`src/rtl/core/shp_pkg.sv`:
```
// Shared types and constants for the 3x3 sharpen stream filter.
// Used by every module under rtl/core except shp_ram; depends on nothing else.
package shp_pkg;

	// Configuration port
	localparam int CFG_IDX_W  = 2;
	localparam int CFG_DATA_W = 16;
	localparam int IMG_W_BITS = 12;
	localparam int IMG_H_BITS = 16;

	localparam logic [CFG_IDX_W-1:0] REG_IMAGE_WIDTH  = 2'd0;
	localparam logic [CFG_IDX_W-1:0] REG_IMAGE_HEIGHT = 2'd1;

	localparam int RESET_WIDTH  = 640;
	localparam int RESET_HEIGHT = 480;

	// Input word kinds
	localparam logic OP_PIXEL = 1'b0;
	localparam logic OP_DRAIN = 1'b1;

	// Input row counter runs to height + 1 during the drain
	localparam int ROW_CNT_W = IMG_H_BITS + 1;

	// Job queue between the line stores and the output stage
	localparam int QDEPTH = 4;
	localparam int QPTR_W = $clog2(QDEPTH);
	localparam int QCNT_W = $clog2(QDEPTH + 1);

	// Packed pixel as held in the line stores: R in the low byte
	typedef struct packed {
		logic [7:0] a;
		logic [7:0] b;
		logic [7:0] g;
		logic [7:0] r;
	} pixel_t;

	typedef struct packed {
		logic [7:0] b;
		logic [7:0] g;
		logic [7:0] r;
	} rgb_t;

	// Position class of an output pixel
	typedef struct packed {
		logic top;
		logic bottom;
		logic left_e;
		logic right_e;
		logic last;
	} cls_t;

	// One filled slot leaving the front end
	typedef struct packed {
		logic   emit;
		cls_t   cls;
		pixel_t data;
	} slot_t;

	// Full neighborhood of one output pixel
	typedef struct packed {
		pixel_t center;
		rgb_t   up;
		rgb_t   down;
		rgb_t   lft;
		rgb_t   rgt;
		cls_t   cls;
	} job_t;

	// Emitting slots still inside the line store pipeline
	typedef struct packed {
		logic s1_emit;
		logic s2_emit;
	} flight_t;

	typedef struct packed {
		logic       operation;
		logic [7:0] red_in;
		logic [7:0] green_in;
		logic [7:0] blue_in;
		logic [7:0] alpha_in;
	} in_item_t;

	typedef struct packed {
		logic [7:0] red_out;
		logic [7:0] green_out;
		logic [7:0] blue_out;
		logic [7:0] alpha_out;
		logic       frame_end;
	} out_item_t;

endpackage

```
`src/rtl/core/shp_back.sv`:
```
// Back end: edge replacement, sharpen kernel, clamp and the result register.
// Depends on shp_pkg.
module shp_back (
	input  logic                clk,
	input  logic                arst_n,
	input  shp_pkg::job_t       head,
	input  logic                head_valid,
	output logic                head_take,
	output logic                empty,
	input  logic                pop,
	output shp_pkg::out_item_t  result
);

	// 5*c - u - d - l - r, clamped to 0..255
	function automatic logic [7:0] sharpen_ch(input logic [7:0] c, input logic [7:0] u,
	                                          input logic [7:0] d, input logic [7:0] l,
	                                          input logic [7:0] r);
		logic [10:0]        c5;
		logic [9:0]         s4;
		logic signed [11:0] v;
		c5 = {1'b0, c, 2'b00} + {3'b000, c};
		s4 = {2'b00, u} + {2'b00, d} + {2'b00, l} + {2'b00, r};
		v  = $signed({1'b0, c5}) - $signed({2'b00, s4});
		if (v < 12'sd0) begin
			return 8'd0;
		end else if (v > 12'sd255) begin
			return 8'd255;
		end
		return v[7:0];
	endfunction

	logic               valid_q;
	shp_pkg::out_item_t result_q;
	shp_pkg::out_item_t next_res;
	shp_pkg::rgb_t      c;
	shp_pkg::rgb_t      u;
	shp_pkg::rgb_t      d;
	shp_pkg::rgb_t      l;
	shp_pkg::rgb_t      r;
	logic               corner;

	// Missing neighbors take the center pixel
	assign c = {head.center.b, head.center.g, head.center.r};
	assign u = head.cls.top     ? c : head.up;
	assign d = head.cls.bottom  ? c : head.down;
	assign l = head.cls.left_e  ? c : head.lft;
	assign r = head.cls.right_e ? c : head.rgt;
	assign corner = (head.cls.top || head.cls.bottom) &&
	                (head.cls.left_e || head.cls.right_e);

	always_comb begin
		if (corner) begin
			next_res.red_out   = c.r;
			next_res.green_out = c.g;
			next_res.blue_out  = c.b;
		end else begin
			next_res.red_out   = sharpen_ch(c.r, u.r, d.r, l.r, r.r);
			next_res.green_out = sharpen_ch(c.g, u.g, d.g, l.g, r.g);
			next_res.blue_out  = sharpen_ch(c.b, u.b, d.b, l.b, r.b);
		end
		next_res.alpha_out = head.center.a;
		next_res.frame_end = head.cls.last;
	end

	// Result register refills while its word is taken
	assign head_take = head_valid && (!valid_q || pop);

	always_ff @(posedge clk or negedge arst_n) begin
		if (!arst_n) begin
			valid_q <= 1'b0;
		end else if (head_take) begin
			valid_q <= 1'b1;
		end else if (pop) begin
			valid_q <= 1'b0;
		end
	end

	always_ff @(posedge clk) begin
		if (head_take) begin
			result_q <= next_res;
		end
	end

	assign empty  = !valid_q;
	assign result = result_q;

endmodule

```
`config.mk`:
```
export PLATFORM = sky130hd
export DESIGN_NAME = shp_back
export DESIGN_NICKNAME = d
export VERILOG_FILES = /design/src/rtl/core/shp_pkg.sv /design/src/rtl/core/shp_back.sv
export SDC_FILE = /design/constraint.sdc
export NUM_CORES = 1
export LEC_CHECK = 0
export ABC_AREA = 1
export BUFFER_PORTS_ARGS = -buffer_cell sky130_fd_sc_hd__buf_2
export CORE_MARGIN = 10
export CORE_UTILIZATION = 56
export DETAILED_ROUTE_END_ITERATION = 6
export PLACE_DENSITY = 0.83
export SYNTH_ARGS = -nofsm -noshare
export SYNTH_HDL_FRONTEND = slang
export SYNTH_SLANG_ARGS = --single-unit
```
`constraint.sdc`:
```
create_clock -name clk -period 2.8 [get_ports clk]
set_input_delay 0.14 -clock clk [delete_from_list [all_inputs] [get_ports clk]]
set_output_delay 0.14 -clock clk [all_outputs]
set_load 0.1 [all_outputs]
```
### Yosys cells after proc, flatten, opt, wreduce, memory -nomap -nowiden

Cells that the tools add are included.

* $add $sub $neg: 15
* order comparisons: 6
* muxes and demuxes: 25
* reductions and logical operators: 7

Operators with widths (number)
* $mux W24: 5
* $mux W8: 9
* $gt A12 B9 Y1 const B: 3
* $lt A12 B1 Y1 const B: 3
* $sub A11 B10 Y12: 3
* $add A10 B8 Y11: 3
* $add A10 B8 Y10: 3
* $add A9 B8 Y10: 3
* $add A8 B8 Y9: 3
* $mux W1: 11
* $logic_or A1 B1 Y1: 3
* $logic_and A1 B1 Y1: 2
* $reduce_bool A2 Y1: 1
* $logic_not A1 Y1: 1

* register bits: 34
* input port bits: 137

### Logic depth before layout (Yosys ltp)

Gate-level depths: netlist of the first run.

* depth in word-level cells: 11
* gate-level depth with buffers: 26
* gate-level depth less buffers: 24

### Worst setup path before layout of the first run

OpenSTA, ideal clock, no wires.

* kind: register to register
* start: register valid_q
* end: register result_q (netlist bit result[0]), enable pin
* arrival time: 3674 ps
* required time: 2317 ps
* path slack: -1357 ps
* stages on the path, launching flop included: 4
* path buffers: 0
* path through: dfrtp_1 inv_1 nor2_1 nor2_1

* cells in the longest elaborated chain, start to end: 3

RTL lines
* start: declaration: line shp_back.sv:32 `logic valid_q;`
* start signal: assignment: line shp_back.sv:70 `valid_q <= 1'b0;`
* start signal: assignment: line shp_back.sv:72 `valid_q <= 1'b1;`
* start signal: assignment: line shp_back.sv:74 `valid_q <= 1'b0;`
* $logic_not A1 Y1
* net empty: line shp_back.sv:9 `output logic empty,`
* $logic_or A1 B1 Y1: line shp_back.sv:66 `assign head_take = head_valid && (!valid_q || pop);`
* $logic_and A1 B1 Y1: line shp_back.sv:66
* net head_take: line shp_back.sv:8 `output logic head_take,`
* end signal: assignment: line shp_back.sv:80 `result_q <= next_res;`
* end: declaration: line shp_back.sv:33 `shp_pkg::out_item_t result_q;`

The timed path passes the listed nets, and every way through them passes these cells.
A chain may end at the register's enable or synchronous reset.

==> impl_metrics.json, run 1 <==
{
  "outcome": "complete, but fails checks",
  "violations": "DRC, setup timing",
  "place_ws_ns": -1.43,
  "slowest_delay_ns": 0.58,
  "ant_nets": 0,
  "gp_congestion": 1.03,
  "fp.coreArea_sq_um": 12500,
  "rsz0062_at_grt": "yes",
  "syn_area_sq_um": 7100,
  "ys_async_sr_fraction_pct": 2.94,
  "cts_buffers": 5,
  "fillers": 598,
  "netlist_instances": 997,
  "crit_path_end_kind": "flip-flop",
  "crit_required_ns": 2.95,
  "antenna_cells": 0,
  "synth_nets": 1269,
  "cap_violations": 0,
  "fin_skew_ns": 0.00720,
  "min_path_type": "in2reg",
  "track_usage_pct": 32.4,
  "yosysTopAreaCell": "fa_1",
  "top_level_ports": 172,
  "synth_most_common_cell": "nand2_1",
  "synth.distinct_cells": 38,
  "p_total_mw": 13.9,
  "dr.first_iter.drc_count": 1302,
  "finalSetupTns_ns": -24.14,
  "busiest_layer": "met2",
  "slew_violations": 0,
  "hold_viol": 0,
  "dr.pass1.iters": 7,
  "crit_slowest_cell": "fa_1",
  "power_density_nw_per_um2": 1270,
  "cts_sinks": 34,
  "worst_pin_slew_ns": 1.08,
  "critical_path.startpoint_type": "input port",
  "clkTransAtPathRegs_ns": 0.07,
  "die_area_sq_um": 17600,
  "fin_crit_ns": 4.15,
  "grt_max_degree": 25,
  "die_w_microns": 133,
  "h-tree-depth": 2,
  "wire_per_inst_microns": 22.9,
  "synth_ff_type": "edfxtp_1",
  "yosysSeqAreaShare_pct": 14.3,
  "p_leak_nw": 5.60,
  "cts_root_buf": "clkbuf_16",
  "cp_max_fo": 8,
  "setup_ws_ns": -1.35,
  "vdd_drop_max_mv": 0.766,
  "grt_use_met3_pct": 7.65,
  "path_class": "in2reg",
  "rows": 41,
  "vias": 8880,
  "synth_edf_count": 33,
  "path_cells": "buf_12 > inv_16 > buf_16 > o21ai_2 > fa_1 > inv_1 > fa_1 > inv_2 > fa_1 > inv_2 > ha_4 > nand2_8 > nor2_4 > nand2_1 > nor2_2 > nor2_4 > nor2_8 > buf_6 > nand4_1 > nand2_2 > nand2_1 > nand2_1",
  "max_slew_margin_pct": 28.1,
  "wirelength_mm": 33.7,
  "synth_common_cells": "311 x nand2_1, 202 x inv_1, 90 x fa_1",
  "grt_use_met2_pct": 55.5,
  "clk_path_buf_depth": 2,
  "avgSynthCellArea_sq_um": 7.12,
  "die_y_microns": 133,
  "grt_overflow": 0,
  "insertion_delay_ns": 0.29,
  "setup_viol": 24,
  "avgViaCountPerCell": 6.03,
  "grt_first_pass_wirelength_mm": 45.9,
  "final_nets": 1571,
  "ys_top_cells_by_area": "fa_1 25%, nand2_1 16%, edfxtp_1 14%",
  "fmax_ghz": 0.241,
  "fin_hold_ws_ns": 0.0275,
  "fin_util_pct": 87.4,
  "initial_core_util_pct": 56.7,
  "cts_tree": "yes",
  "syn_to_final_growth_pct": 54.2,
  "synth_top_area_share_pct": 25.4,
  "drive_gt1_share_pct": 45.6,
  "io_buffer_count": 171,
  "antenna_found_initial": 0,
  "gr-usage-met1_pct": 36.0,
  "synth.ff_latch_count": 34,
  "cp.arrival_ns": 4.30,
  "yosysWarnings": 0,
  "drc": 2,
  "grt_pass1_vias": 8773,
  "min_period_over_period_pct": 148,
  "hpwl_mm": 18.5
}
## state kept, by name, summed over array words and instances, names as in the netlist
register	count
valid_q	1
result	33
## cell type report
class	instances	area (sq um)	area share [%]
Multi-Input combinational cell	732	6330	57.8
Timing Repair Buffer	318	2360	21.6
Sequential cell	34	1020	9.28
Inverter	207	817	7.47
Tap cell	172	215	1.97
Clock buffer	5	125	1.14
Clock inverter	3	68.8	0.629
Timing Repair inverter	1	11.3	0.103
## critical path: cells and delay by family
kind	cells	cell delay, ns
AO/OA/AOI/OAI	1	0.08
adder cells (fa/ha/maj)	4	1.98
buffers and inverters	7	0.69
AND/OR/NAND/NOR	10	1.38
## layer usage
metal	routed length, microns	vias to the layer above
met5	0	-
met4	3000	0
met3	4080	279
met2	15500	825
met1	11100	4103
li1	-	3673
## kinds of logic after synthesis
| kind of cell | share of synthesized area, % |
|---|---|
| compound gates | 8.57 |
| xor+xnor | 2.47 |
| fa+ha+maj | 33.3 |
| buf+inv | 12.3 |
| flops | 14.3 |
| mux | 0.599 |
| simple gates | 28.4 |
## cells in the final DEF, fill, tap and decap left out, types with 9 or more instances in the layout
master / synthesis / layout
inv_1: 202 / 172
ha_4: 0 / 23
xor2_1: 12 / 12
buf_16: 0 / 9
nor2_4: 1 / 23
nand2_1: 311 / 240
o21ai_1: 1 / 17
nand2_2: 7 / 61
nand2_4: 4 / 18
buf_4: 0 / 119
nand4_1: 22 / 22
o21ai_2: 0 / 13
o21ai_0: 67 / 34
fa_1: 90 / 82
nand3_1: 32 / 10
nor2_1: 55 / 22
buf_12: 0 / 11
a21oi_2: 2 / 17
inv_2: 4 / 31
a21oi_1: 39 / 22
nor2_2: 12 / 23
ha_1: 45 / 22
nand3_2: 2 / 23
edfxtp_1: 33 / 33
buf_2: 3 / 167
## final timing paths
path	slack [ns]	to	cells past startpoint	startpoint
setup / recovery	-1.35	result[9]	22	head[3]
hold / removal	0.03	result[1]	1	head[125]
setup reg to reg	1.06	result[31]	4	valid_q
hold reg to reg	0.57	valid_q	2	valid_q
max in group asynchronous	2.56	valid_q	2	arst_n
min in group asynchronous	0.15	valid_q	2	arst_n
## report_power, final
group / internal (mW) / switching [mW]
Clock: 0.513 / 0.259
Combinational: 5.05 / 7.39
Sequential: 0.672 / 0.0258
## repair_timing
item                       CTS  global route
setup endpoints to repair   24            24
hold buffers                 1             0
hold endpoints to repair     1             0
cloned                      10             0
buffers inserted            12            12
pin swaps                   64            79
gates resized for setup    169           124
## metrics by stage
stage	area, sq um	cells
after detailed placement	9270	1431
after global routing	10900	1472
after global placement	9270	1431
after CTS	10500	1461
final	10900	1472
after floorplan	7480	997
Power figures use the tool's default switching activity.
==> run 2: changes to the inputs <==
--- a/config.mk
+++ b/config.mk
@@ -8,9 +8,9 @@
 export ABC_AREA = 1
 export BUFFER_PORTS_ARGS = -buffer_cell sky130_fd_sc_hd__buf_2
 export CORE_MARGIN = 10
-export CORE_UTILIZATION = 56
+export CORE_UTILIZATION = 45
 export DETAILED_ROUTE_END_ITERATION = 6
-export PLACE_DENSITY = 0.83
+export PLACE_DENSITY = 0.69
 export SYNTH_ARGS = -nofsm -noshare
 export SYNTH_HDL_FRONTEND = slang
 export SYNTH_SLANG_ARGS = --single-unit
==> run 2 against run 1 <==
  * Clock power rose by 2%
  * Critical endpoint is now result[11]
  * Design area rose by 0.42%
  * Utilization fell by 16 points
  * Largest cell class unchanged
  * Cell count rose by 3.7%
  * Maximum frequency rose by 14%
  * Die area rose by 21%
  * The run ends with setup timing left
  * Register-to-register slack improved by 0.02 ns
  * Hold slack got worse by 0.0061 ns
  * Largest power group unchanged
  * Setup slack improved by 0.51 ns
  * Count of clock-buffer cells in the layout did not move
  * Critical path depth rose by 3
  * Non-clock buffer count rose by 12
==> impl_metrics.json, run 2 (synthesized netlist as in run 1, its figures left out) <==
{
  "wirelength_mm": 27.1,
  "setup_ws_ns": -0.841,
  "die_w_microns": 146,
  "cp_max_fo": 8,
  "cts_root_buf": "clkbuf_16",
  "layout_common_cells": "235 x nand2_1, 175 x inv_1, 166 x buf_2, 133 x buf_4, 81 x fa_1",
  "fmax_ghz": 0.275,
  "insertion_delay_ns": 0.31,
  "grt_max_degree": 25,
  "worstSetupStartpoint": "head[3]",
  "die_y_microns": 146,
  "grt_first_pass_wirelength_mm": 41.4,
  "grt_pass1_vias": 7939,
  "avgViaCountPerCell": 5.13,
  "path_class": "in2reg",
  "fin_crit_ns": 3.64,
  "dr.pass1.iters": 5,
  "p_leak_nw": 5.66,
  "cts_tree": "yes",
  "wire_per_inst_microns": 17.8,
  "syn_to_final_growth_pct": 54.9,
  "cap_violations": 0,
  "cts_buffers": 5,
  "top_level_ports": 172,
  "crit_required_ns": 2.85,
  "final_common_cell": "nand2_1",
  "initial_core_util_pct": 46.3,
  "rows": 45,
  "r2r-start": "valid_q",
  "grt_overflow": 0,
  "max_slew_margin_pct": 27.4,
  "p_total_mw": 13.0,
  "dr.first_iter.drc_count": 708,
  "crit_path_end_kind": "flip-flop",
  "fp.coreArea_sq_um": 15300,
  "finalSetupTns_ns": -18.60,
  "ant_nets": 0,
  "slew_violations": 0,
  "cts_sinks": 34,
  "fin_skew_ns": 0.0150,
  "setup_viol": 24,
  "clkTransAtPathRegs_ns": 0.06,
  "drive_gt1_share_pct": 44.6,
  "vdd_drop_max_mv": 0.788,
  "io_buffer_count": 171,
  "hold_viol": 0,
  "rsz0062_at_grt": "yes",
  "final_nets": 1586,
  "gp_congestion": 0.907,
  "critical_path.startpoint_type": "input port",
  "hpwl_mm": 19.1,
  "min_path_type": "in2reg",
  "min_from": "head[126]",
  "outcome": "complete, but fails checks",
  "clk_path_buf_depth": 2,
  "violations": "setup timing",
  "die_area_sq_um": 21200,
  "h-tree-depth": 2,
  "track_usage_pct": 23.9,
  "fin_hold_ws_ns": 0.0214,
  "antenna_found_initial": 0,
  "drc": 0,
  "place_ws_ns": -1.34,
  "reg2reg_slack_ns": 1.08,
  "finalInstanceArea_sq_um": 11000,
  "placed_area_sq_um": 9330,
  "largest_register_ffs": 33,
  "power_density_nw_per_um2": 1180,
  "min_period_over_period_pct": 130,
  "vias": 7831,
  "cp.arrival_ns": 3.69,
  "worst_pin_slew_ns": 1.09
}
[run 2: changes by cell type in the layout (fill, tap and decap cells not counted), moves of 3 or more]
cell / delta
buf_4: +14
nand3_2: -11
nor2_1: +10
nor2_4: -9
nand3_1: +8
nand2_4: +7
nand2_1: -5
o21ai_4: -4
inv_1: +3
inv_2: -3
nand3_4: +3
o21ai_0: +3
[run 2: critical path: stages]
cell and delay, ns:
buf_12 0.10, inv_16 0.05, buf_12 0.14, buf_8 0.12, nand2_2 0.06, o21ai_2 0.06, fa_1 0.53, inv_2 0.04
fa_1 0.49, inv_2 0.04, fa_1 0.51, inv_2 0.04, ha_4 0.24, nand2_2 0.07, nand2_2 0.06, a21oi_2 0.21
nand2_2 0.08, nand2_2 0.08, nand2_4 0.07, nor2_8 0.15, nand3_4 0.11, nand2_8 0.11, nand2_1 0.06, nand2_1 0.05
nand2_1 0.05
[run 2: through the flow]
step / utilization [%] / std cells
6_report: 71.8 / 1527
5_1_grt: 71.7 / 1526
4_1_cts: 67.6 / 1507
3_5_place_dp: 60.9 / 1470
3_3_place_gp: 60.9 / 1470
2_1_floorplan: - / 997
[run 2: layout make-up]
type,instances,area [sq um]
repair buffers,330,2460
diodes,1,2.50
clock buffers,5,125
fillers,1192,4320
flip-flops and latches,34,1020
clock inverters,3,68.8
multi-input cells,734,6230
inverters,207,812
well taps,211,264
repair inverters,2,16.3
[run 2: timing repair]
action / 4_1_cts / 5_1_grt
cloned: 12 / 1
endpoints found under the hold margin: 1 / 0
buffers inserted: 16 / 18
gates resized for setup: 113 / 143
setup endpoints to repair: 24 / 24
pin swaps: 62 / 88
hold buffers: 1 / 0
[run 2: where the power goes]
part	leakage, nW	switching [mW]	internal (mW)	total, mW
logic	5.24	6.55	4.96	11.5
clock network	0.0940	0.273	0.513	0.786
registers	0.328	0.0240	0.672	0.696
total	5.66	6.84	6.15	13.0
[run 2: per-layer routing]
| metal | GRT usage [%] | wire length, microns | vias to the layer above |
|---|---|---|---|
| li1 | - | - | 3709 |
| met1 | 30.3 | 11400 | 3728 |
| met2 | 40.0 | 13000 | 344 |
| met3 | 5.99 | 2170 | 50 |
| met4 | 5.56 | 575 | 0 |
| met5 | 0 | 0 | - |
[run 2: final timing paths]
check,endpoint,depth (start not counted)
min in group asynchronous,valid_q,2
setup reg to reg,result[27],4
max in group asynchronous,valid_q,2
hold / removal,result[2],1
hold reg to reg,valid_q,2
setup / recovery,result[11],25
