File: src/rtl/core/shp_pkg.sv
// Shared types and constants for the 3x3 sharpen stream filter.
// Used by every module under rtl/core except shp_ram; depends on nothing else.
package shp_pkg;

	// Configuration port
	localparam int CFG_IDX_W  = 2;
	localparam int CFG_DATA_W = 16;
	localparam int IMG_W_BITS = 12;
	localparam int IMG_H_BITS = 16;

	localparam logic [CFG_IDX_W-1:0] REG_IMAGE_WIDTH  = 2'd0;
	localparam logic [CFG_IDX_W-1:0] REG_IMAGE_HEIGHT = 2'd1;

	localparam int RESET_WIDTH  = 640;
	localparam int RESET_HEIGHT = 480;

	// Input word kinds
	localparam logic OP_PIXEL = 1'b0;
	localparam logic OP_DRAIN = 1'b1;

	// Input row counter runs to height + 1 during the drain
	localparam int ROW_CNT_W = IMG_H_BITS + 1;

	// Job queue between the line stores and the output stage
	localparam int QDEPTH = 4;
	localparam int QPTR_W = $clog2(QDEPTH);
	localparam int QCNT_W = $clog2(QDEPTH + 1);

	// Packed pixel as held in the line stores: R in the low byte
	typedef struct packed {
		logic [7:0] a;
		logic [7:0] b;
		logic [7:0] g;
		logic [7:0] r;
	} pixel_t;

	typedef struct packed {
		logic [7:0] b;
		logic [7:0] g;
		logic [7:0] r;
	} rgb_t;

	// Position class of an output pixel
	typedef struct packed {
		logic top;
		logic bottom;
		logic left_e;
		logic right_e;
		logic last;
	} cls_t;

	// One filled slot leaving the front end
	typedef struct packed {
		logic   emit;
		cls_t   cls;
		pixel_t data;
	} slot_t;

	// Full neighborhood of one output pixel
	typedef struct packed {
		pixel_t center;
		rgb_t   up;
		rgb_t   down;
		rgb_t   lft;
		rgb_t   rgt;
		cls_t   cls;
	} job_t;

	// Emitting slots still inside the line store pipeline
	typedef struct packed {
		logic s1_emit;
		logic s2_emit;
	} flight_t;

	typedef struct packed {
		logic       operation;
		logic [7:0] red_in;
		logic [7:0] green_in;
		logic [7:0] blue_in;
		logic [7:0] alpha_in;
	} in_item_t;

	typedef struct packed {
		logic [7:0] red_out;
		logic [7:0] green_out;
		logic [7:0] blue_out;
		logic [7:0] alpha_out;
		logic       frame_end;
	} out_item_t;

endpackage

File: src/rtl/core/shp_front.sv
// Front end: size registers, frame position counters and slot classification.
// Depends on shp_pkg.
module shp_front #(
	parameter int MAX_WIDTH = 2048
) (
	input  logic                            clk,
	input  logic                            arst_n,
	input  logic                            cfg_we,
	input  logic [shp_pkg::CFG_IDX_W-1:0]   cfg_index,
	input  logic [shp_pkg::CFG_DATA_W-1:0]  cfg_data,
	input  logic                            accept,
	input  shp_pkg::in_item_t               item,
	output logic                            slot_valid,
	output logic [$clog2(MAX_WIDTH)-1:0]    slot_col,
	output shp_pkg::slot_t                  slot
);

	localparam int CW    = $clog2(MAX_WIDTH);
	localparam int RST_W = (shp_pkg::RESET_WIDTH > MAX_WIDTH) ? MAX_WIDTH
	                                                          : shp_pkg::RESET_WIDTH;
	localparam logic [CW-1:0] RST_LAST_COL = CW'(RST_W - 1);
	localparam logic [shp_pkg::IMG_H_BITS-1:0] RST_LAST_ROW =
		shp_pkg::IMG_H_BITS'(shp_pkg::RESET_HEIGHT - 1);

	logic [CW-1:0]                     last_col_q;
	logic [shp_pkg::IMG_H_BITS-1:0]    last_row_q;
	logic [CW-1:0]                     in_col_q;
	logic [shp_pkg::ROW_CNT_W-1:0]     in_row_q;
	logic [CW-1:0]                     out_col_q;
	logic [shp_pkg::IMG_H_BITS-1:0]    out_row_q;

	logic [31:0]                       wr_w;
	logic [31:0]                       lastc_w;
	logic [shp_pkg::IMG_H_BITS-1:0]    wr_h;
	logic [shp_pkg::IMG_H_BITS-1:0]    lastr_h;
	logic                              cfg_hit;
	logic                              is_drain;
	logic                              ignore;
	logic                              go;
	logic                              emit;
	shp_pkg::cls_t                     cls;

	// Clamp written sizes, keep them as last column / last row
	assign wr_w = 32'(cfg_data[shp_pkg::IMG_W_BITS-1:0]);
	always_comb begin
		if (wr_w < 32'd3) begin
			lastc_w = 32'd2;
		end else if (wr_w > 32'(MAX_WIDTH)) begin
			lastc_w = 32'(MAX_WIDTH - 1);
		end else begin
			lastc_w = wr_w - 32'd1;
		end
	end
	assign wr_h    = cfg_data[shp_pkg::IMG_H_BITS-1:0];
	assign lastr_h = (wr_h < 16'd3) ? 16'd2 : wr_h - 16'd1;
	assign cfg_hit = cfg_we && (cfg_index == shp_pkg::REG_IMAGE_WIDTH ||
	                            cfg_index == shp_pkg::REG_IMAGE_HEIGHT);

	// Drain tick before the first slot of a frame is dropped
	assign is_drain = (item.operation == shp_pkg::OP_DRAIN);
	assign ignore   = is_drain && (in_row_q == '0) && (in_col_q == '0);
	assign go       = accept && !ignore;

	// Output trails input by one row plus one pixel
	assign emit = (in_row_q > shp_pkg::ROW_CNT_W'(1)) ||
	              ((in_row_q == shp_pkg::ROW_CNT_W'(1)) && (in_col_q != '0));

	assign cls.top     = (out_row_q == '0);
	assign cls.bottom  = (out_row_q == last_row_q);
	assign cls.left_e  = (out_col_q == '0);
	assign cls.right_e = (out_col_q == last_col_q);
	assign cls.last    = cls.bottom && cls.right_e;

	// Slot toward the line stores; a drain word fills its slot with zeros
	assign slot_valid = go;
	assign slot_col   = in_col_q;
	assign slot.emit  = emit;
	assign slot.cls   = cls;
	assign slot.data  = is_drain ? '0
	                             : {item.alpha_in, item.blue_in, item.green_in, item.red_in};

	// Size registers and position counters
	always_ff @(posedge clk or negedge arst_n) begin
		if (!arst_n) begin
			last_col_q <= RST_LAST_COL;
			last_row_q <= RST_LAST_ROW;
			in_col_q   <= '0;
			in_row_q   <= '0;
			out_col_q  <= '0;
			out_row_q  <= '0;
		end else if (cfg_hit) begin
			if (cfg_index == shp_pkg::REG_IMAGE_WIDTH) begin
				last_col_q <= CW'(lastc_w);
			end
			if (cfg_index == shp_pkg::REG_IMAGE_HEIGHT) begin
				last_row_q <= lastr_h;
			end
			in_col_q  <= '0;
			in_row_q  <= '0;
			out_col_q <= '0;
			out_row_q <= '0;
		end else if (go) begin
			if (emit && cls.last) begin
				// frame done: next word starts a new frame
				in_col_q  <= '0;
				in_row_q  <= '0;
				out_col_q <= '0;
				out_row_q <= '0;
			end else begin
				if (in_col_q == last_col_q) begin
					in_col_q <= '0;
					in_row_q <= in_row_q + shp_pkg::ROW_CNT_W'(1);
				end else begin
					in_col_q <= in_col_q + CW'(1);
				end
				if (emit) begin
					if (cls.right_e) begin
						out_col_q <= '0;
						out_row_q <= out_row_q + shp_pkg::IMG_H_BITS'(1);
					end else begin
						out_col_q <= out_col_q + CW'(1);
					end
				end
			end
		end
	end

endmodule

File: config.mk
export PLATFORM = sky130hd
export DESIGN_NAME = shp_front
export DESIGN_NICKNAME = d
export VERILOG_FILES = /design/src/rtl/core/shp_pkg.sv /design/src/rtl/core/shp_front.sv
export SDC_FILE = /design/constraint.sdc
export NUM_CORES = 1
export LEC_CHECK = 0
export BUFFER_PORTS_ARGS = -buffer_cell sky130_fd_sc_hd__buf_2
export CAP_MARGIN = 25
export CORE_MARGIN = 2
export CORE_UTILIZATION = 45
export DETAILED_ROUTE_END_ITERATION = 8
export GPL_TIMING_DRIVEN = 0
export PLACE_DENSITY = 0.7
export SLEW_MARGIN = 0
export SYNTH_ARGS = -nofsm -noshare
export SYNTH_HDL_FRONTEND = slang
export SYNTH_SLANG_ARGS = --single-unit
File: constraint.sdc
create_clock -name clk -period 3 [get_ports clk]
set_input_delay 0.6 -clock clk [delete_from_list [all_inputs] [get_ports clk]]
set_output_delay 0.6 -clock clk [all_outputs]
set_load 0.03 [all_outputs]
# Word level (Yosys, flattened, before mapping)
# Index checks and enable logic that the tools add are counted.
[classes]
add_sub_neg = 6
order_cmp = 4
n_eq_ne = 5
n_mux = 22
n_reduce_logical = 25
[op_table]
columns = ["operator", "n"]
rows = [
  ["$mux 11", 11],
  ["$mux 16", 6],
  ["$mux 17", 4],
  ["$mux 32", 1],
  ["$add 11x1->11 const B", 2],
  ["$eq 11x11->1", 2],
  ["$logic_not 11->1", 2],
  ["$add 17x1->17 const B", 1],
  ["$eq 17x1->1 const B", 1],
  ["$gt 17x1->1 const B", 1],
  ["$logic_not 17->1", 1],
  ["$add 16x1->16 const B", 1],
  ["$eq 16x16->1", 1],
  ["$logic_not 16->1", 1],
  ["$lt 16x2->1 const B", 1],
  ["$sub 16x1->16 const B", 1],
  ["$gt 12x12->1 const B", 1],
  ["$lt 12x2->1 const B", 1],
  ["$reduce_bool 11->1", 1],
  ["$sub 11x1->11 const B", 1],
  ["$reduce_bool 3->1", 3],
  ["$reduce_and 2->1", 4],
  ["$logic_and 1x1->1", 7],
  ["$reduce_and 3->1", 1],
  ["5 further kinds", 6],
]
[word_totals]
reg_bits = 82
input_bits = 55
out_inout_bits = 50
elab_cells = 68

# Logic depth before layout (Yosys ltp)
# Gate-level depths: netlist of the first run.
[logic_depth]
word_depth = 7
ltp_mapped = 10
ltp_nobuf = 8

# Worst setup path before layout of the first run
# OpenSTA, ideal clock, no wires.
[synth_timing]
path_type = "register to output"
from = "register last_row_q[3] (netlist name)"
to = "output port slot[32] (netlist name)"
arrival_ns = 1.869
t_required_ns = 2.400
path_slack_ns = 0.531
path_stages_with_launch = 5
path_buffers = 0
path_cell_list = "dfstp_2 xnor2_2 nand4_1 nor4_4 and2_1"
[synth_lines]
columns = ["element", "line_no", "source"]
rows = [
  ["start: declaration", "shp_front.sv:26", "logic [shp_pkg::IMG_H_BITS-1:0] last_row_q;"],
  ["start signal: assignment", "shp_front.sv:96", "last_row_q <= lastr_h;"],
  ["end: declaration", "shp_front.sv:15", "output shp_pkg::slot_t slot"],
]

# Worst setup path after layout of the first run
[layout_timing]
from = "register in_col_q[8] (netlist: slot_col[8])"
to = "output port slot[37] (netlist name)"
[layout_via]
elab_chain_cells = 3
[layout_rtl]
columns = ["element", "line_no", "source"]
rows = [
  ["start: declaration", "shp_front.sv:27", "logic [CW-1:0] in_col_q;"],
  ["start signal: assignment", "shp_front.sv:114", "in_col_q <= in_col_q + CW'(1);"],
  ["$reduce_bool 11->1", "shp_front.sv:66", "((in_row_q == shp_pkg::ROW_CNT_W'(1)) && (in_col_q != '0));"],
  ["$logic_and 1x1->1", "shp_front.sv:66", ""],
  ["$logic_or 1x1->1", "shp_front.sv:65", "assign emit = (in_row_q > shp_pkg::ROW_CNT_W'(1)) ||"],
]
# No other way between the ends.

==> results of run 1 <==
-- layout by cell type (no fill, tap or decap), drive strengths merged, types with 2 or more instances in the layout --
cell type | Yosys | layout
o32ai | 2 | 2
and4 | 2 | 2
or2 | 2 | 2
nand3 | 32 | 32
nor4b | 5 | 5
clkbuf | 11 | 27
a21oi | 38 | 38
buf | 17 | 122
a21o | 14 | 14
mux2 | 2 | 2
mux2i | 3 | 3
nor3 | 19 | 19
a2111oi | 2 | 2
xor2 | 21 | 21
xnor2 | 50 | 50
o21ai | 31 | 31
dfrtp | 66 | 66
inv | 19 | 19
a211oi | 9 | 9
nand2b | 3 | 3
nor2b | 33 | 33
or3 | 16 | 16
nor4bb | 2 | 2
o31ai | 10 | 10
or4 | 8 | 8
nand2 | 54 | 54
o22ai | 3 | 3
a31oi | 2 | 2
nor2 | 35 | 35
ha | 11 | 11
nand3b | 5 | 5
nor4 | 19 | 19
and2 | 2 | 2
nand4 | 20 | 20
and3 | 6 | 6
dfstp | 16 | 16
-- flip-flops by register name (all words and copies together), names as in the netlist --
signal,flops
in_row_q,17
last_row_q,16
out_row_q,16
last_col_q,11
out_col_q,11
slot_col,11
-- per-layer routing --
layer	global-route usage (%)	vias up
met1	27.8	2363
met4	10.9	0
li1	-	2379
met5	0	-
met3	3.45	33
met2	39.0	220
-- through the flow --
| step | setup slack (ps) | cells | hold WS (ps) | util, % |
|---|---|---|---|---|
| after floorplan | 531 | 599 | 304 | - |
| after detailed placement | 230 | 851 | 484 | 51.8 |
| after global placement | 263 | 850 | 482 | 51.7 |
| final | 179 | 867 | 242 | 54.2 |
| after CTS | 190 | 867 | 256 | 54.1 |
| after global routing | 74.4 | 867 | 283 | 54.2 |
-- path summary, 6_finish.rpt --
kind	slack, ps	endpoint	from
min in group clk	490	last_row_q[7]	last_row_q[7]
worst max-delay path	180	slot[37]	slot_col[8]
worst max register to register	320	out_row_q[4]	slot_col[8]
worst min register to register	490	last_row_q[7]	last_row_q[7]
max in group asynchronous	2080	last_row_q[8]	arst_n
worst min-delay path	240	in_row_q[14]	arst_n
-- kinds of logic after synthesis --
kind of cell	Yosys count
adders and majority gates	11
AOI/OAI and AO/OA	117
buffers and inverters	48
muxes	5
and+or+nand+nor	265
DFF	82
xor gates and xnor gates	71
-- power by group through the flow --
stage | Combinational, uW | Sequential [uW] | Clock [uW]
floorplan | 606 | 1390 | 0
global placement | 873 | 1400 | 0
detailed placement | 891 | 1400 | 0
CTS | 895 | 1380 | 1040
global route | 984 | 1400 | 1080
finish | 889 | 1390 | 1020
-- area by class of cell --
type                    count  share of cell area (%)
flip-flops and latches     82                    32.2
well taps                 147                    2.86
repair buffers            105                    8.45
inverters                  20                    1.25
plain buffers              28                    2.57
multi-input cells         469                    48.4
clock buffers              16                    4.23
-- repair_timing --
action | CTS | global route
setup endpoints to repair | 0 | 1
resized for setup | 0 | 1
setup buffers | 0 | 0
==> metrics.txt, run 1 <==
Final Wtd Congestion roughly 0.9; synthesized instance count roughly 600; Post-Layout Inst Area around 6400 um^2; Initial Utilization a little under half; Post-synth top cells dfrtp_1 (66), nand2_1 (53), xnor2_1 (49), a21oi_1 (37), nor2_1 (35); detailed placement HPWL ~11000 um; core box area approximately 12000 um^2; CTS Buf Count 9; diode count 0; total clock sinks 82; post-synth top area cell dfrtp_1; R2R cell count 7; count of cell types in the netlist between 60 and 70; power share of the combinational group a little over a quarter; Tmin final 2820 ps; Routed Antenna Nets 0; multi-input logic area 3110 um^2; CTS H-tree lvls 3; Clock Path Buffers 2; height of the die around 110 um; register area just over 2000 um^2; Worst Path Arrival 2220 ps; worst-margin pin slew 697 ps; ranking of synthesized cells by area dfrtp_1 (30%), xnor2_1 (7.9%), dfstp_2 (7.8%); io pins between 100 and 150; slowest CP cell nor4_1; crit-path max FO 5; clk root buf clkbuf_16; Max VDD drop roughly 0.25 mV; fillers 1068; Port Buffers about 100; clk_skew around 7.4 ps; Synth Area in Compound Gates 14.1%; count leader, synth dfrtp_1; switch share between 30 and 40%; Seq cells post-synth a little over 80; Synth Net Count between 600 and 700; post-synthesis simple-gate area fraction approximately 28%; CP cell instances nor4_1 -> nand4_1 -> a21o_4 -> buf_4 -> buf_2; Synth Area in XOR/XNOR a little under an eighth; GRT overflow 0; first-pass GRT wire length around 23000 um; standard-cell row count 40; Power Total approximately 3300 uW; RSZ-0062 raised after global routing no; number of synthesized flops with an enable pin 0; cts hold-fix bufs 0; Fin. Hold Viols 0; Post-Syn Area 5420 um^2; worst skew pair latency about 340 ps; WL met2 between 6000 and 7000 um; Post-Route WL around 14000 um; Final TNS setup 0 ps; ys flop type dfrtp_1; asr flop ratio synth 100%; Die X roughly 110 um; top sig layer met4; crit-path leading delay family simple AND/OR/NAND/NOR gates; Final Cycle Share around 94%; nature of the critical path startpoint flip-flop; largest family of logic cells by synthesized area simple AND/OR/NAND/NOR gates; largest net degree at the start of global routing 44; placed cell area between 6000 and 7000 um^2; Hold Path Class in2async; Slew headroom approximately 53%; Final nets 781; Yosys warning count 0; Internal 2200 uW; status finished clean; Buf+Inv Stages, Crit Path 2; Vias/cell 5.76; vias in the first global route between 4000 and 5000; fraction of layout cells with a size suffix above 1 between 20 and 25%; mux share of post-synthesis cell area less than 1%; CP required 2400 ps; switching power between 1000 and 1500 uW; Max Fclk 355 MHz; Max Cap Violations 0; pwr dens ~510 nW/um^2; Worst-path clk slew roughly 60 ps; Synth top area share 30.5%; routed length per instance ~16 um; Synth Area in Adders 2.54%; DIE AREA ~13000 um^2; antenna violations before repair 0; max incr delay on CP 660 ps; drc violations 0; sequential power share between 40% and 50%; GRT Overall Usage 22.6%; clock group share of total power between 30% and 40%; CTS tree built; met3 routed WL about 1100 um; WP depth 5; leakage ~0.0027 uW; setup violators final 0; Final Max Slew Viols 0; critical path class reg2out; Area Overhead vs Synth 18.5%; Vias 4995; sequential element share of the synthesized area a little under two fifths; crit path capture type primary output; M1 WL roughly 6000 um; drt first pass iters 5; DR iter-0 viols between 300 and 400; syn avg cell area 9.05 um^2
No activity file was read; power rests on OpenSTA's default activity.
==> run 2: changes to the inputs <==
- ABC_AREA: not set -> 1
- PLACE_DENSITY: 0.7 -> 0.69
==> run 2 against run 1 <==
Net effect: synthesized cell count rose by 48%; critical endpoint is now slot_valid; final cell count rose by 36%; wire length rose by 11%; global-route usage rose by 0.62 points; first-iteration DRC count fell by 2.1%; clock-buffer cell count fell by 7; critical path depth rose by 5; worst hold slack got worse by 80 ps; die area rose by 11%; sequential share of layout area fell by 3.2 points; via count rose by 17%; highest routed layer unchanged.
==> metrics.txt, run 2 <==
Max Fclk 370 MHz (was 355 MHz); final worst slack 296 ps (was 179 ps); Routed Antenna Nets 0 (unchanged); critical path class reg2out (unchanged); Vias/cell 4.93 (was 5.76); max incr delay on CP 480 ps (was 660 ps); Initial Utilization 45.9% (was 45.7%); detailed placement HPWL 12100 um (was 10900 um); Worst Path Arrival 2100 ps (was 2220 ps); Hold Path Class in2async (unchanged); synthesized instance count 884 (was 599); routed length per instance 13.4 um (was 16.4 um); count of cell types in the netlist 39 (was 61); Final Wtd Congestion 0.917 (was 0.906); Largest register FFs 17 (unchanged); antenna violations before repair 0 (unchanged); post-CTS setup repair buffer count 0 (unchanged); Post-synth top cells nand2_1 (220), inv_1 (124), nor2_1 (115), dfrtp_1 (66), nand3_1 (61) (was dfrtp_1 (66), nand2_1 (53), xnor2_1 (49), a21oi_1 (37), nor2_1 (35)); Max Cap Violations 0 (unchanged); CP cell instances inv_1 -> ha_1 -> inv_1 -> nor2_1 -> nand3_1 -> nor2_1 -> nand3b_1 -> nand2_2 -> inv_1 -> buf_2 (was nor4_1 -> nand4_1 -> a21o_4 -> buf_4 -> buf_2); CTS tree built (unchanged); slowest CP cell dfrtp_1 (was nor4_1); biggest registers after layout in_row_q (17), last_row_q (16), out_row_q (16) (unchanged); Final TNS setup 0 ps (unchanged); Clock Path Buffers 2 (unchanged); Max VDD drop 0.269 mV (was 0.251 mV); Placed Cells 1164 (was 851); syn avg cell area 6.86 um^2 (was 9.05 um^2); Vias 5823 (was 4995); Die X 120 um (was 114 um); final cell count without fillers 1180 (was 867); CTS H-tree lvls 3 (unchanged); core box area 13200 um^2 (was 11900 um^2); Worst-path clk slew 70 ps (was 60 ps); setup violators final 0 (unchanged); nature of the critical path startpoint flip-flop (unchanged); count leader, synth nand2_1 (was dfrtp_1); clk root buf clkbuf_16 (unchanged); Area Overhead vs Synth 17.6% (was 18.5%); worst-margin pin slew 650 ps (was 697 ps); diode count 0 (unchanged); Final Max Slew Viols 0 (unchanged); Fin. Hold Viols 0 (unchanged); standard-cell row count 42 (was 40); first-pass GRT wire length 26800 um (was 23200 um); Synth top area share 27.3% (was 30.5%); CP required 2400 ps (about the same); crit-path leading delay family simple AND/OR/NAND/NOR gates (unchanged); Post-Place Worst Slack 688 ps (was 230 ps); post-synth top area cell dfrtp_1 (unchanged); Post-Route Utilization 54.0% (was 54.2%); crit-path max FO 7 (was 5); Buf+Inv Stages, Crit Path 4 (was 2); fraction of layout cells with a size suffix above 1 18.3% (was 24.6%); Post-Route WL 15800 um (was 14200 um); GRT overflow 0 (unchanged); largest register by flop count in_row_q (unchanged); cts hold-fix bufs 0 (unchanged); Final nets 1065 (was 781); Seq cells post-synth 82 (unchanged); status finished clean (unchanged); pwr dens 508 nW/um^2 (was 513 nW/um^2); ranking of synthesized cells by area dfrtp_1 (27%), nand2_1 (14%), inv_1 (7.7%) (was dfrtp_1 (30%), xnor2_1 (7.9%), dfstp_2 (7.8%)); sequential element share of the synthesized area 34.2% (was 38.2%); cts repair resizes 0 (unchanged); io pins 105 (unchanged); Tmin final 2700 ps (was 2820 ps); Final Cycle Share 90.1% (was 94.0%); number of synthesized flops with an enable pin 0 (unchanged); leakage 0.00371 uW (was 0.00274 uW); vias in the first global route 5555 (was 4903); worst skew pair latency 350 ps (was 340 ps); most used cell, CP inv_1; ys flop type dfrtp_1 (unchanged); drc violations 0 (unchanged); asr flop ratio synth 100% (unchanged); RSZ-0062 raised after global routing no (unchanged); drt first pass iters 5 (unchanged); Synth Net Count 950 (was 665); Port Buffers 103 (was 104); GRT Overall Usage 23.2% (was 22.6%); Yosys warning count 0 (unchanged); largest net degree at the start of global routing 57 (was 44); CTS Buf Count 9 (unchanged); Slew headroom 56.7% (was 53.1%); DIE AREA 14400 um^2 (was 12900 um^2); DR iter-0 viols 330 (was 337); clk_skew 8.79 ps (was 7.35 ps); crit path capture type primary output (unchanged); Post-Syn Area 6060 um^2 (was 5420 um^2); height of the die 120 um (was 114 um); commonest non-fill, non-tap cell in the layout nand2_1 (was buf_2); total clock sinks 82 (unchanged); most frequent cells in the layout nand2_1 (220), inv_1 (124), nor2_1 (115) (was buf_2 (112), dfrtp_1 (66), nand2_1 (53))
-- run 2: report_power, final --
| group | switching [uW] | internal, uW | total [uW] |
|---|---|---|---|
| logic | 612 | 379 | 991 |
| registers | 199 | 1280 | 1480 |
| clock network | 499 | 652 | 1150 |
-- run 2: layout make-up --
| cell class | count | area [um^2] |
|---|---|---|
| clock buffers | 9 | 225 |
| fillers | 1312 | 6060 |
| repair buffers | 104 | 546 |
| plain buffers | 30 | 188 |
| flip-flops and latches | 82 | 2070 |
| multi-input cells | 638 | 3300 |
| clock inverters | 7 | 76.3 |
| well taps | 176 | 220 |
| inverters | 134 | 503 |
-- run 2: final timing paths --
| kind | start | end | slack, ps | cells past startpoint |
|---|---|---|---|---|
| max in group asynchronous | arst_n | last_col_q[5] | 2200 | 2 |
| min in group clk | cfg_data[0] | last_row_q[0] | 460 | 2 |
| min reg2reg | last_row_q[8] | last_row_q[8] | 510 | 2 |
| max reg2reg | slot_col[0] | out_col_q[4] | 740 | 13 |
| max | slot_col[0] | slot_valid | 300 | 10 |
| min | arst_n | last_row_q[11] | 160 | 1 |
-- run 2: logic make-up after synthesis --
group,after synthesis,synth area share (%)
AO/OA/AOI/OAI,76,6.65
XOR/XNOR,71,10.3
adder cells (fa/ha/maj),11,2.27
buffers and inverters,164,11.4
flip-flops,82,34.2
AND/OR/NAND/NOR,480,35.2
-- run 2: metal layers --
layer,up-vias,global-route usage [%],part of all wire (%)
li1,3005,-,-
met1,2628,31.4,47
met2,167,36.6,46
met3,23,4.47,5.3
met4,0,9.19,2.3
met5,-,0,0
-- run 2: stage by stage --
step	instance area [um^2]	total power [uW]	hold WS [ps]
final	7130	3620	161
after global routing	7130	3850	195
after CTS	7130	3650	172
after detailed placement	6830	2490	497
after global placement	6800	2470	496
after floorplan	6060	2170	304
